--- config.mk ---
export PLATFORM = sky130hd
export DESIGN_NAME = slew_limited_parameter
export DESIGN_NICKNAME = d
export VERILOG_FILES = /design/src/sv/slp_pkg.sv /design/src/sv/slp_front.sv /design/src/sv/slp_div127.sv /design/src/sv/slp_track.sv /design/src/sv/slew_limited_parameter.sv
export SDC_FILE = /design/constraint.sdc
export NUM_CORES = 2
export LEC_CHECK = 0
export BUFFER_PORTS_ARGS = -buffer_cell sky130_fd_sc_hd__clkbuf_2
export CORE_MARGIN = 1.5
export CORE_UTILIZATION = 60
export CTS_BUF_LIST = sky130_fd_sc_hd__clkbuf_4 sky130_fd_sc_hd__clkbuf_8
export CTS_CLUSTER_DIAMETER = 150
export DETAILED_ROUTE_END_ITERATION = 8
export GPL_TIMING_DRIVEN = 0
export PLACE_DENSITY_LB_ADDON = 0.08
export SLEW_MARGIN = 20
export SYNTH_ARGS = -nofsm -noshare
export SYNTH_HDL_FRONTEND = slang
export SYNTH_SLANG_ARGS = --single-unit
--- constraint.sdc ---
create_clock -name i_clk -period 25 [get_ports i_clk]
set_clock_uncertainty 0.1 [all_clocks]
set_input_delay 1.25 -clock i_clk [delete_from_list [all_inputs] [get_ports i_clk]]
set_output_delay 1.25 -clock i_clk [all_outputs]
set_load 0.005 [all_outputs]
--- src/sv/slp_pkg.sv ---
// Shared types, constants and helper functions of the slew-limited parameter block.
`timescale 1ns / 1ps

package slp_pkg;

    // Field widths, Q16.16 values
    localparam int FRACTION_BITS = 16;
    localparam int VALUE_W       = 32;
    localparam int INC_W         = 31;
    localparam int COUNT_W       = 16;
    localparam int LEVEL_W       = 8;
    localparam int LEVEL_BITS    = 7;
    localparam int CMD_W         = 2;
    localparam int CFG_IDX_W     = 3;

    // Derived widths: increment product, its sum with the target, level times span
    localparam int PROD_W = VALUE_W + COUNT_W;
    localparam int SUM_W  = PROD_W + 1;
    localparam int NUM_W  = LEVEL_BITS + VALUE_W;
    localparam int QUOT_W = VALUE_W;

    // Pipeline stage positions
    localparam int NUM_STAGES = 6;
    localparam int ST_IN      = 0;
    localparam int ST_PREP    = 1;
    localparam int ST_DIV_A   = 2;
    localparam int ST_DIV_B   = 3;
    localparam int ST_DIV_C   = 4;
    localparam int ST_RESOLVE = 5;

    // Command codes
    localparam logic [CMD_W-1:0] CMD_TICK = 2'd0;
    localparam logic [CMD_W-1:0] CMD_SET  = 2'd1;
    localparam logic [CMD_W-1:0] CMD_INC  = 2'd2;
    localparam logic [CMD_W-1:0] CMD_CC   = 2'd3;

    // Register indexes
    localparam logic [CFG_IDX_W-1:0] REG_MIN   = 3'd0;
    localparam logic [CFG_IDX_W-1:0] REG_MAX   = 3'd1;
    localparam logic [CFG_IDX_W-1:0] REG_RAPID = 3'd2;
    localparam logic [CFG_IDX_W-1:0] REG_SLOW  = 3'd3;
    localparam logic [CFG_IDX_W-1:0] REG_STEP  = 3'd4;
    localparam logic [CFG_IDX_W-1:0] REG_INIT  = 3'd5;

    // Highest controller level
    localparam logic [LEVEL_BITS-1:0] LEVEL_TOP = 7'd127;

    // Register reset values
    localparam logic signed [VALUE_W-1:0] RST_MIN   = 32'sd0;
    localparam logic signed [VALUE_W-1:0] RST_MAX   = 32'sd1 <<< FRACTION_BITS;
    localparam logic [INC_W-1:0]          RST_RAPID = 31'd6554;
    localparam logic [INC_W-1:0]          RST_SLOW  = 31'd655;
    localparam logic [INC_W-1:0]          RST_STEP  = 31'd65;
    localparam logic signed [VALUE_W-1:0] RST_INIT  = 32'sd0;

    // Pipeline control from the top level to the stages
    typedef struct packed {
        logic [NUM_STAGES-1:0] load;
        logic                  adv;
        logic                  out_load;
        logic                  reinit;
    } t_pipe_ctl;

    // Register contents plus the ordered range ends
    typedef struct packed {
        logic signed [VALUE_W-1:0] min_v;
        logic signed [VALUE_W-1:0] max_v;
        logic [INC_W-1:0]          rapid;
        logic [INC_W-1:0]          slow;
        logic [INC_W-1:0]          step;
        logic signed [VALUE_W-1:0] init_v;
        logic signed [VALUE_W-1:0] lo;
        logic signed [VALUE_W-1:0] hi;
        logic                      inv;
    } t_cfg;

    // Per-item data that rides alongside the divider
    typedef struct packed {
        logic [CMD_W-1:0]          cmd;
        logic signed [VALUE_W-1:0] tgt;
        logic signed [PROD_W-1:0]  prod;
    } t_side;

    // Saturate a wide signed value to [lo, hi]
    function automatic logic signed [VALUE_W-1:0] sat_range(
        input logic signed [SUM_W-1:0]   v,
        input logic signed [VALUE_W-1:0] lo,
        input logic signed [VALUE_W-1:0] hi
    );
        logic signed [SUM_W-1:0] lo_x;
        logic signed [SUM_W-1:0] hi_x;
        lo_x = SUM_W'(lo);
        hi_x = SUM_W'(hi);
        if (v > hi_x) begin
            sat_range = hi;
        end else if (v < lo_x) begin
            sat_range = lo;
        end else begin
            sat_range = v[VALUE_W-1:0];
        end
    endfunction

    // Target after reset: initial value clamped to the reset range
    localparam logic signed [VALUE_W-1:0] RST_GOAL = sat_range(SUM_W'(RST_INIT), RST_MIN, RST_MAX);

endpackage

--- src/sv/slp_front.sv ---
// Input register and first pipeline stage: products, span and clamped set target.
`timescale 1ns / 1ps

module slp_front (
    input  logic                                i_clk,
    input  slp_pkg::t_pipe_ctl                  i_ctl,
    input  slp_pkg::t_cfg                       i_cfg,
    input  logic [slp_pkg::CMD_W-1:0]           i_command,
    input  logic signed [slp_pkg::VALUE_W-1:0]  i_new_value,
    input  logic signed [slp_pkg::COUNT_W-1:0]  i_step_count,
    input  logic                                i_slow_select,
    input  logic [slp_pkg::LEVEL_W-1:0]         i_cc_level,
    output slp_pkg::t_side                      o_side,
    output logic [slp_pkg::NUM_W-1:0]           o_num,
    output logic                                o_neg
);
    import slp_pkg::*;

    logic [CMD_W-1:0]          r_cmd0;
    logic signed [VALUE_W-1:0] r_new0;
    logic signed [COUNT_W-1:0] r_count0;
    logic                      r_slow0;
    logic [LEVEL_W-1:0]        r_lvl0;

    logic [INC_W-1:0]          inc_mag;
    logic signed [VALUE_W-1:0] inc_s;
    logic [LEVEL_BITS-1:0]     lvl;
    logic signed [VALUE_W:0]   diff;
    logic signed [VALUE_W:0]   diff_abs;

    t_side                     n_side;
    logic [NUM_W-1:0]          n_num;
    logic                      n_neg;
    t_side                     r_side1;
    logic [NUM_W-1:0]          r_num1;
    logic                      r_neg1;

    // Input register
    always_ff @(posedge i_clk) begin
        if (i_ctl.load[ST_IN]) begin
            r_cmd0   <= i_command;
            r_new0   <= i_new_value;
            r_count0 <= i_step_count;
            r_slow0  <= i_slow_select;
            r_lvl0   <= i_cc_level;
        end
    end

    // Increment product, sign follows the range direction
    always_comb begin
        inc_mag     = r_slow0 ? i_cfg.slow : i_cfg.rapid;
        inc_s       = i_cfg.inv ? -$signed({1'b0, inc_mag}) : $signed({1'b0, inc_mag});
        n_side.cmd  = r_cmd0;
        n_side.prod = PROD_W'(inc_s) * PROD_W'(r_count0);
        n_side.tgt  = sat_range(SUM_W'(r_new0), i_cfg.lo, i_cfg.hi);
    end

    // Level times span magnitude; the sign goes along separately
    always_comb begin
        lvl      = r_lvl0[LEVEL_W-1] ? LEVEL_TOP : r_lvl0[LEVEL_BITS-1:0];
        diff     = {i_cfg.max_v[VALUE_W-1], i_cfg.max_v} - {i_cfg.min_v[VALUE_W-1], i_cfg.min_v};
        n_neg    = diff[VALUE_W];
        diff_abs = n_neg ? -diff : diff;
        n_num    = NUM_W'(lvl) * NUM_W'(diff_abs[VALUE_W-1:0]);
    end

    // First stage register
    always_ff @(posedge i_clk) begin
        if (i_ctl.load[ST_PREP]) begin
            r_side1 <= n_side;
            r_num1  <= n_num;
            r_neg1  <= n_neg;
        end
    end

    assign o_side = r_side1;
    assign o_num  = r_num1;
    assign o_neg  = r_neg1;

endmodule

--- src/sv/slp_div127.sv ---
// Three-stage pipelined divide by 127 using base-128 digit folding.
`timescale 1ns / 1ps

module slp_div127 (
    input  logic                              i_clk,
    input  slp_pkg::t_pipe_ctl                i_ctl,
    input  logic [slp_pkg::NUM_W-1:0]         i_num,
    input  logic                              i_neg,
    output logic [slp_pkg::QUOT_W-1:0]        o_quot,
    output logic                              o_neg
);
    import slp_pkg::*;

    // Since 128 = 127 + 1, m / 127 = (m >> 7) + ((m >> 7) + (m & 127)) / 127.
    // Each fold shrinks the remainder by seven bits; widths below follow the bounds.

    logic [31:0] h1;
    logic [32:0] m1;
    logic [25:0] h2;
    logic [25:0] n_m2;
    logic [31:0] n_q2;
    logic [25:0] r_m2;
    logic [31:0] r_q2;
    logic        r_neg2;

    logic [18:0] h3;
    logic [18:0] m3;
    logic [11:0] h4;
    logic [11:0] n_m4;
    logic [31:0] n_q4;
    logic [11:0] r_m4;
    logic [31:0] r_q4;
    logic        r_neg3;

    logic [4:0]  h5;
    logic [7:0]  m5;
    logic        corr;
    logic [31:0] n_q5;
    logic [31:0] r_q5;
    logic        r_neg4;

    // Folds one and two
    always_comb begin
        h1   = i_num[NUM_W-1:7];
        m1   = {1'b0, h1} + 33'(i_num[6:0]);
        h2   = m1[32:7];
        n_m2 = h2 + 26'(m1[6:0]);
        n_q2 = h1 + 32'(h2);
    end

    always_ff @(posedge i_clk) begin
        if (i_ctl.load[ST_DIV_A]) begin
            r_m2   <= n_m2;
            r_q2   <= n_q2;
            r_neg2 <= i_neg;
        end
    end

    // Folds three and four
    always_comb begin
        h3   = r_m2[25:7];
        m3   = h3 + 19'(r_m2[6:0]);
        h4   = m3[18:7];
        n_m4 = h4 + 12'(m3[6:0]);
        n_q4 = r_q2 + 32'(h3) + 32'(h4);
    end

    always_ff @(posedge i_clk) begin
        if (i_ctl.load[ST_DIV_B]) begin
            r_m4   <= n_m4;
            r_q4   <= n_q4;
            r_neg3 <= r_neg2;
        end
    end

    // Last fold leaves at most 143, so one compare finishes the quotient
    always_comb begin
        h5   = r_m4[11:7];
        m5   = {3'b0, h5} + {1'b0, r_m4[6:0]};
        corr = (m5 >= {1'b0, LEVEL_TOP});
        n_q5 = r_q4 + 32'(h5) + 32'(corr);
    end

    always_ff @(posedge i_clk) begin
        if (i_ctl.load[ST_DIV_C]) begin
            r_q5   <= n_q5;
            r_neg4 <= r_neg3;
        end
    end

    assign o_quot = r_q5;
    assign o_neg  = r_neg4;

endmodule

--- src/sv/slp_track.sv ---
// Target resolve stage, value/target state update and result register.
`timescale 1ns / 1ps

module slp_track (
    input  logic                                i_clk,
    input  logic                                i_rst_n,
    input  slp_pkg::t_pipe_ctl                  i_ctl,
    input  slp_pkg::t_cfg                       i_cfg,
    input  slp_pkg::t_side                      i_side,
    input  logic [slp_pkg::QUOT_W-1:0]          i_quot,
    input  logic                                i_neg,
    output logic signed [slp_pkg::VALUE_W-1:0]  o_current_value,
    output logic signed [slp_pkg::VALUE_W-1:0]  o_target_value,
    output logic                                o_changed,
    output logic                                o_dirty
);
    import slp_pkg::*;

    logic signed [VALUE_W+1:0] quot_s;
    logic signed [VALUE_W+1:0] cc_sum;
    logic signed [VALUE_W-1:0] n_tgt5;
    logic [CMD_W-1:0]          r_cmd5;
    logic signed [VALUE_W-1:0] r_tgt5;
    logic signed [PROD_W-1:0]  r_prod5;

    logic signed [VALUE_W-1:0] r_now;
    logic signed [VALUE_W-1:0] r_goal;
    logic                      r_touched;
    logic signed [VALUE_W-1:0] n_now;
    logic signed [VALUE_W-1:0] n_goal;
    logic                      n_touched;
    logic                      n_changed;

    logic signed [VALUE_W+1:0] now_x;
    logic signed [VALUE_W+1:0] goal_x;
    logic signed [VALUE_W+1:0] step_x;
    logic signed [VALUE_W+1:0] up_v;
    logic signed [VALUE_W+1:0] dn_v;
    logic signed [VALUE_W-1:0] tick_now;
    logic signed [SUM_W-1:0]   inc_sum;

    logic signed [VALUE_W-1:0] r_cur;
    logic signed [VALUE_W-1:0] r_tgt;
    logic                      r_changed;
    logic                      r_dirty;

    // Controller target: min plus signed quotient, always inside the range
    always_comb begin
        quot_s = i_neg ? -$signed({2'b0, i_quot}) : $signed({2'b0, i_quot});
        cc_sum = (VALUE_W + 2)'(i_cfg.min_v) + quot_s;
        n_tgt5 = (i_side.cmd == CMD_CC) ? cc_sum[VALUE_W-1:0] : i_side.tgt;
    end

    always_ff @(posedge i_clk) begin
        if (i_ctl.load[ST_RESOLVE]) begin
            r_cmd5  <= i_side.cmd;
            r_tgt5  <= n_tgt5;
            r_prod5 <= i_side.prod;
        end
    end

    // One step toward the target, stopping on it
    always_comb begin
        now_x  = (VALUE_W + 2)'(r_now);
        goal_x = (VALUE_W + 2)'(r_goal);
        step_x = $signed({3'b0, i_cfg.step});
        up_v   = now_x + step_x;
        dn_v   = now_x - step_x;
        if (goal_x > now_x) begin
            tick_now = (up_v > goal_x) ? r_goal : up_v[VALUE_W-1:0];
        end else begin
            tick_now = (dn_v < goal_x) ? r_goal : dn_v[VALUE_W-1:0];
        end
        inc_sum = SUM_W'(r_goal) + SUM_W'(r_prod5);
    end

    // Next state per command
    always_comb begin
        n_now     = r_now;
        n_goal    = r_goal;
        n_touched = r_touched;
        n_changed = 1'b0;
        unique case (r_cmd5)
            CMD_TICK: begin
                if (r_now != r_goal) begin
                    n_now     = tick_now;
                    n_changed = 1'b1;
                end
            end
            CMD_SET: begin
                n_goal = r_tgt5;
            end
            CMD_INC: begin
                n_goal    = sat_range(inc_sum, i_cfg.lo, i_cfg.hi);
                n_touched = 1'b1;
            end
            CMD_CC: begin
                n_goal    = r_tgt5;
                n_touched = 1'b1;
            end
        endcase
    end

    // State: reset, re-initialise after a register write, or take the item
    always_ff @(posedge i_clk) begin
        if (!i_rst_n) begin
            r_now     <= RST_MIN;
            r_goal    <= RST_GOAL;
            r_touched <= 1'b0;
        end else if (i_ctl.reinit) begin
            r_now     <= i_cfg.min_v;
            r_goal    <= sat_range(SUM_W'(i_cfg.init_v), i_cfg.lo, i_cfg.hi);
            r_touched <= 1'b0;
        end else if (i_ctl.adv) begin
            r_now     <= n_now;
            r_goal    <= n_goal;
            r_touched <= n_touched;
        end
    end

    // Result register, held while the consumer stalls
    always_ff @(posedge i_clk) begin
        if (i_ctl.out_load) begin
            r_cur     <= n_now;
            r_tgt     <= n_goal;
            r_changed <= n_changed;
            r_dirty   <= n_touched;
        end
    end

    assign o_current_value = r_cur;
    assign o_target_value  = r_tgt;
    assign o_changed       = r_changed;
    assign o_dirty         = r_dirty;

`ifndef ASSERT_OFF
    a_changed_only_tick: assert property (@(posedge i_clk) disable iff (!i_rst_n)
        (i_ctl.adv && r_cmd5 != CMD_TICK) |=> !r_changed)
        else $error("changed flagged for a non-tick command");

    a_tick_keeps_goal: assert property (@(posedge i_clk) disable iff (!i_rst_n)
        (i_ctl.adv && !i_ctl.reinit && r_cmd5 == CMD_TICK) |=> (r_goal == $past(r_goal)))
        else $error("tick altered the target");

    a_no_overshoot: assert property (@(posedge i_clk) disable iff (!i_rst_n)
        (i_ctl.adv && !i_ctl.reinit && r_cmd5 == CMD_TICK && r_goal >= r_now)
        |=> (r_now <= r_goal))
        else $error("tick overshot the target");

    a_dirty_sticky: assert property (@(posedge i_clk) disable iff (!i_rst_n)
        (r_touched && !i_ctl.reinit) |=> r_touched)
        else $error("dirty flag cleared without a register write");
`endif

endmodule

--- src/sv/slew_limited_parameter.sv ---
// Slew-limited parameter: top level with registers, pipeline control and stages.
// Path: input, prep, divider A-C, resolve and result registers.
// Throughput: one item per cycle unless stalled, bound by the value/target loop.
// Reset (synchronous, active low) restores register defaults and the state.
// A register write re-initialises value and target on the following edge.
`timescale 1ns / 1ps

module slew_limited_parameter (
    input  logic                                  i_clk,
    input  logic                                  i_rst_n,
    input  logic                                  i_in_valid,
    output logic                                  o_in_stall,
    input  logic [slp_pkg::CMD_W-1:0]             i_command,
    input  logic signed [slp_pkg::VALUE_W-1:0]    i_new_value,
    input  logic signed [slp_pkg::COUNT_W-1:0]    i_step_count,
    input  logic                                  i_slow_select,
    input  logic [slp_pkg::LEVEL_W-1:0]           i_cc_level,
    input  logic                                  i_cfg_valid,
    output logic                                  o_cfg_ready,
    input  logic [slp_pkg::CFG_IDX_W-1:0]         i_cfg_index,
    input  logic [slp_pkg::VALUE_W-1:0]           i_cfg_data,
    output logic                                  o_out_valid,
    input  logic                                  i_out_stall,
    output logic signed [slp_pkg::VALUE_W-1:0]    o_current_value,
    output logic signed [slp_pkg::VALUE_W-1:0]    o_target_value,
    output logic                                  o_changed,
    output logic                                  o_dirty
);
    import slp_pkg::*;

    logic signed [VALUE_W-1:0] r_min;
    logic signed [VALUE_W-1:0] r_max;
    logic [INC_W-1:0]          r_rapid;
    logic [INC_W-1:0]          r_slow;
    logic [INC_W-1:0]          r_step;
    logic signed [VALUE_W-1:0] r_init;
    logic                      r_reinit;

    logic [NUM_STAGES-1:0]     r_vld;
    logic                      r_out_vld;
    logic [NUM_STAGES-1:0]     rdy;
    logic                      rdy_out;

    t_pipe_ctl                 ctl;
    t_cfg                      cfg;
    t_side                     side1;
    t_side                     r_side2;
    t_side                     r_side3;
    t_side                     r_side4;
    logic [NUM_W-1:0]          num1;
    logic                      neg1;
    logic [QUOT_W-1:0]         quot4;
    logic                      neg4;

    // Register port, always ready
    assign o_cfg_ready = 1'b1;

    always_ff @(posedge i_clk) begin
        if (!i_rst_n) begin
            r_min    <= RST_MIN;
            r_max    <= RST_MAX;
            r_rapid  <= RST_RAPID;
            r_slow   <= RST_SLOW;
            r_step   <= RST_STEP;
            r_init   <= RST_INIT;
            r_reinit <= 1'b0;
        end else begin
            r_reinit <= 1'b0;
            if (i_cfg_valid) begin
                unique case (i_cfg_index)
                    REG_MIN: begin
                        r_min    <= $signed(i_cfg_data);
                        r_reinit <= 1'b1;
                    end
                    REG_MAX: begin
                        r_max    <= $signed(i_cfg_data);
                        r_reinit <= 1'b1;
                    end
                    REG_RAPID: begin
                        r_rapid  <= i_cfg_data[INC_W-1:0];
                        r_reinit <= 1'b1;
                    end
                    REG_SLOW: begin
                        r_slow   <= i_cfg_data[INC_W-1:0];
                        r_reinit <= 1'b1;
                    end
                    REG_STEP: begin
                        r_step   <= i_cfg_data[INC_W-1:0];
                        r_reinit <= 1'b1;
                    end
                    REG_INIT: begin
                        r_init   <= $signed(i_cfg_data);
                        r_reinit <= 1'b1;
                    end
                    default: ;
                endcase
            end
        end
    end

    // Register view with the range ends put in order
    always_comb begin
        cfg.min_v  = r_min;
        cfg.max_v  = r_max;
        cfg.rapid  = r_rapid;
        cfg.slow   = r_slow;
        cfg.step   = r_step;
        cfg.init_v = r_init;
        cfg.inv    = (r_max < r_min);
        cfg.lo     = cfg.inv ? r_max : r_min;
        cfg.hi     = cfg.inv ? r_min : r_max;
    end

    // Stage ready chain: a stage loads when empty or when its successor moves on
    always_comb begin
        rdy_out = !r_out_vld || !i_out_stall;
        rdy[NUM_STAGES-1] = !r_vld[NUM_STAGES-1] || rdy_out;
        for (int k = NUM_STAGES - 2; k >= 0; k--) begin
            rdy[k] = !r_vld[k] || rdy[k+1];
        end
        ctl.load     = rdy;
        ctl.adv      = r_vld[ST_RESOLVE] && rdy_out;
        ctl.out_load = rdy_out;
        ctl.reinit   = r_reinit;
    end

    assign o_in_stall  = !rdy[ST_IN];
    assign o_out_valid = r_out_vld;

    // Valid bits per stage
    always_ff @(posedge i_clk) begin
        if (!i_rst_n) begin
            r_vld     <= '0;
            r_out_vld <= 1'b0;
        end else begin
            if (rdy[ST_IN]) begin
                r_vld[ST_IN] <= i_in_valid;
            end
            for (int k = 1; k < NUM_STAGES; k++) begin
                if (rdy[k]) begin
                    r_vld[k] <= r_vld[k-1];
                end
            end
            if (rdy_out) begin
                r_out_vld <= r_vld[NUM_STAGES-1];
            end
        end
    end

    // Side data follows the divider stages
    always_ff @(posedge i_clk) begin
        if (rdy[ST_DIV_A]) begin
            r_side2 <= side1;
        end
        if (rdy[ST_DIV_B]) begin
            r_side3 <= r_side2;
        end
        if (rdy[ST_DIV_C]) begin
            r_side4 <= r_side3;
        end
    end

    slp_front u_front (
        .i_clk         (i_clk),
        .i_ctl         (ctl),
        .i_cfg         (cfg),
        .i_command     (i_command),
        .i_new_value   (i_new_value),
        .i_step_count  (i_step_count),
        .i_slow_select (i_slow_select),
        .i_cc_level    (i_cc_level),
        .o_side        (side1),
        .o_num         (num1),
        .o_neg         (neg1)
    );

    slp_div127 u_div (
        .i_clk  (i_clk),
        .i_ctl  (ctl),
        .i_num  (num1),
        .i_neg  (neg1),
        .o_quot (quot4),
        .o_neg  (neg4)
    );

    slp_track u_track (
        .i_clk           (i_clk),
        .i_rst_n         (i_rst_n),
        .i_ctl           (ctl),
        .i_cfg           (cfg),
        .i_side          (r_side4),
        .i_quot          (quot4),
        .i_neg           (neg4),
        .o_current_value (o_current_value),
        .o_target_value  (o_target_value),
        .o_changed       (o_changed),
        .o_dirty         (o_dirty)
    );

`ifndef ASSERT_OFF
    a_stall_only_when_full: assert property (@(posedge i_clk) disable iff (!i_rst_n)
        o_in_stall |-> ((&r_vld) && r_out_vld && i_out_stall))
        else $error("input stalled while the pipeline had room");
`endif

endmodule
==> flow_summary.ini <==
[route]
ant_nets = 0
routed_via_density = 6.21
wirelength_um = 297000
drt-initial-drc-count = 7548
routedWlPerCell_um = 26.9
drc = 0
via_count = 68642
firstDrtPassIters = 6

[placed_design]
gp_congestion = 1.07
pre_cts_ws_ns = 11.12
hpwl_um = 240000
numPortBuffers = 165

[synth]
synth.yosys.seq_area_share = 0.317
syn_nets = 10199
synth_area_um2 = 83900
synth.distinct_cells = 95
synth_warnings = 0
async_flop_share = 0
ys_ff_latch = 974
synth_flop_cell = edfxtp_1
syn_inst = 8683
synth_edf_count = 712
syn_avg_cell_area_um2 = 9.66

[final_layout]
final_nets = 10545
area_delta_synth_final_pct = 8.48
fin_util = 0.654
drive_gt1_frac = 0.0658
nFillCells = 11138

[clock_network]
post_cts_buffers = 0
root_buffer = clkbuf_8
postCtsHoldBufs = 0
cts_buffer_depth = 3
cts_tree = done
cts_made_buffers = 164
h-tree-depth = 4
clk_pin_slew_ns = 0.06
insertion_delay_ns = 0.94
cts_sinks = 974
cts_resized = 0

[setup_path]
critPathMaxStageDelay_ns = 0.86
critPathLaunchType = flip-flop
rrSetupSlack_ns = 10.59
critPathMaxFanout = 10
end_kind = flip-flop
r2r_start = r_min[5]
r2r-end = u_front.o_side[47]
crit_slowest_cell = dfxtp_1
crit_required_ns = 25.55
crit_arrival_ns = 14.96
crit_type = flip-flop to flip-flop
r2r_cells = 35
crit_top_cell = fa_1

[sta]
finalSetupTns_ns = 0
period_needed_ns = 14.41
slew_headroom = 0.151
final.period_utilization = 0.576
hold_ws_ns = 0.284
rsz0062_at_grt = no
hold_viol = 0
final.setup.worst_slack_ns = 10.59
worst_pin_slew_ns = 1.24
max_freq_ghz = 0.0694
setup-violations-final = 0
slew_violations = 0

[global_route]
grt_pass1_wl_um = 432000
grt_usage = 0.418
grt-ovfl-total = 0
antenna_found_initial = 22
first_global_vias = 66773
grt_start_max_net_pins = 94

[worst_hold_path]
hold_path_class = flip-flop to flip-flop
min_from = r_side2[26]
min_to = r_side3[26]
holdPathStages = 0

[floorplan]
rows = 137
dieArea_um2 = 142000
fp.dieH_um = 377
fp.coreArea_um2 = 139000
io_pins = 168
die_x_um = 377
start_util = 0.603

[outcome]
run_status = complete, no violations

[flow_run]
cap_viol_max_count = 0
-- stage by stage --
| stage | instances | cell area, µm² |
|---|---|---|
| after floorplan | 8683 | 83900 |
| after global placement | 10724 | 87100 |
| after detailed placement | 10739 | 87500 |
| after CTS | 11031 | 90900 |
| after global routing | 11036 | 91000 |
| final | 11045 | 91000 |
-- cell type report --
cell class / count / area (µm²) / share of cell area
multi-input cells: 6341 / 52200 / 0.574
clock inverters: 74 / 676 / 0.00743
clock buffers: 218 / 2730 / 0.0300
repair buffers: 180 / 1150 / 0.0126
flip-flops and latches: 974 / 26600 / 0.293
inverters: 1063 / 4010 / 0.0441
plain buffers: 305 / 1180 / 0.0130
well taps: 1876 / 2350 / 0.0258
diodes: 14 / 35.0 / 0.000385
-- Yosys cell counts, types with 33 or more instances --
| cell type | count | area share |
|---|---|---|
| edfxtp_1 | 712 | 0.25 |
| nand2_1 | 1156 | 0.052 |
| a21o_1 | 189 | 0.017 |
| nor2b_1 | 74 | 0.0055 |
| nor2_1 | 412 | 0.018 |
| nand3_1 | 131 | 0.0078 |
| o21bai_1 | 70 | 0.0063 |
| nand2b_1 | 78 | 0.0058 |
| xnor2_1 | 343 | 0.036 |
| o31ai_1 | 33 | 0.0030 |
| a21boi_0 | 189 | 0.017 |
| o221ai_1 | 49 | 0.0051 |
| mux2i_1 | 173 | 0.021 |
| o21ai_0 | 313 | 0.019 |
| inv_1 | 1059 | 0.047 |
| and3_1 | 71 | 0.0053 |
| dfxtp_1 | 262 | 0.063 |
| nor3_1 | 117 | 0.0070 |
| nand4_1 | 80 | 0.0060 |
| fa_1 | 661 | 0.16 |
| a211oi_1 | 56 | 0.0050 |
| clkbuf_1 | 266 | 0.012 |
| and2_1 | 239 | 0.018 |
| a21oi_1 | 439 | 0.026 |
| xor2_1 | 149 | 0.016 |
| mux2_2 | 39 | 0.0052 |
| o21a_1 | 64 | 0.0057 |
| ha_1 | 756 | 0.11 |
| a31oi_1 | 39 | 0.0029 |
-- cell usage in the layout, fill, tap and decap left out, drive strengths merged, types with 15 or more instances in the layout --
cell type / netlist / routed
clkbuf: 266 / 649
or3: 27 / 27
and2: 240 / 240
inv: 1060 / 1069
o221ai: 49 / 49
nand4: 80 / 80
o22ai: 23 / 23
mux2i: 173 / 173
ha: 756 / 756
a2111oi: 15 / 15
edfxtp: 712 / 712
o21a: 64 / 64
mux2: 39 / 39
o21ai: 326 / 326
or2: 31 / 31
xnor2: 344 / 344
a31oi: 39 / 39
a211oi: 57 / 57
o21bai: 70 / 70
nor4: 23 / 23
a221o: 26 / 26
nand2b: 78 / 78
o31ai: 33 / 33
dfxtp: 262 / 262
a21oi: 439 / 439
o211a: 15 / 15
nor2: 412 / 412
o211ai: 32 / 32
nand2: 1156 / 1156
nand3: 132 / 132
a21boi: 191 / 191
clkinv: 3 / 52
xor2: 149 / 149
nor3: 117 / 117
fa: 661 / 661
and3: 71 / 71
buf: 39 / 54
nor2b: 74 / 74
a21o: 189 / 189
-- metal layers --
metal | vias to the layer above | wire [µm] | track usage
li1 | 30411 | - | -
met1 | 33309 | 117000 | 0.547
met2 | 3941 | 127000 | 0.629
met3 | 965 | 30900 | 0.0966
met4 | 16 | 21800 | 0.256
met5 | - | 107 | 0
-- registers in the layout, summed over array words and instances (netlist names), 39 cells and up --
signal / flops
r_side2: 82
r_side3: 82
r_side4: 82
u_front.o_side: 82
u_track.r_prod5: 48
u_front.o_num: 39
-- logic make-up after synthesis --
group                    share of synthesized area
XOR/XNOR                                    0.0516
flip-flops                                   0.317
multiplexers                                0.0259
buffers and inverters                       0.0617
AND/OR/NAND/NOR                              0.137
adder cells (fa/ha/maj)                      0.271
other                                    0.0000447
AO/OA/AOI/OAI                                0.136
-- worst max path at each step --
stage | startpoint | endpoint | slack [ns] | depth (start not counted)
after floorplan | r_min[6] | u_front.o_side[47] | 14.64 | 36
after global placement | r_min[5] | u_front.o_side[47] | 10.97 | 34
after detailed placement | r_min[5] | u_front.o_side[47] | 11.12 | 35
after CTS | r_min[5] | u_front.o_side[47] | 11.06 | 35
after global routing | r_min[5] | u_front.o_side[47] | 10.18 | 35
final | r_min[5] | u_front.o_side[47] | 10.59 | 35
-- worst max-delay path: cells and delay by family, from the launching register on --
kind	cells	cell delay (ns)
fa+ha+maj	8	3.97
compound gates	10	3.81
buf+inv	9	2.53
simple gates	5	1.45
xor+xnor	3	1.37
flops	1	0.86
Power is left out: the tool's default activity adds up to more than one toggle a clock period on the data nets, which glitch-free logic cannot reach.
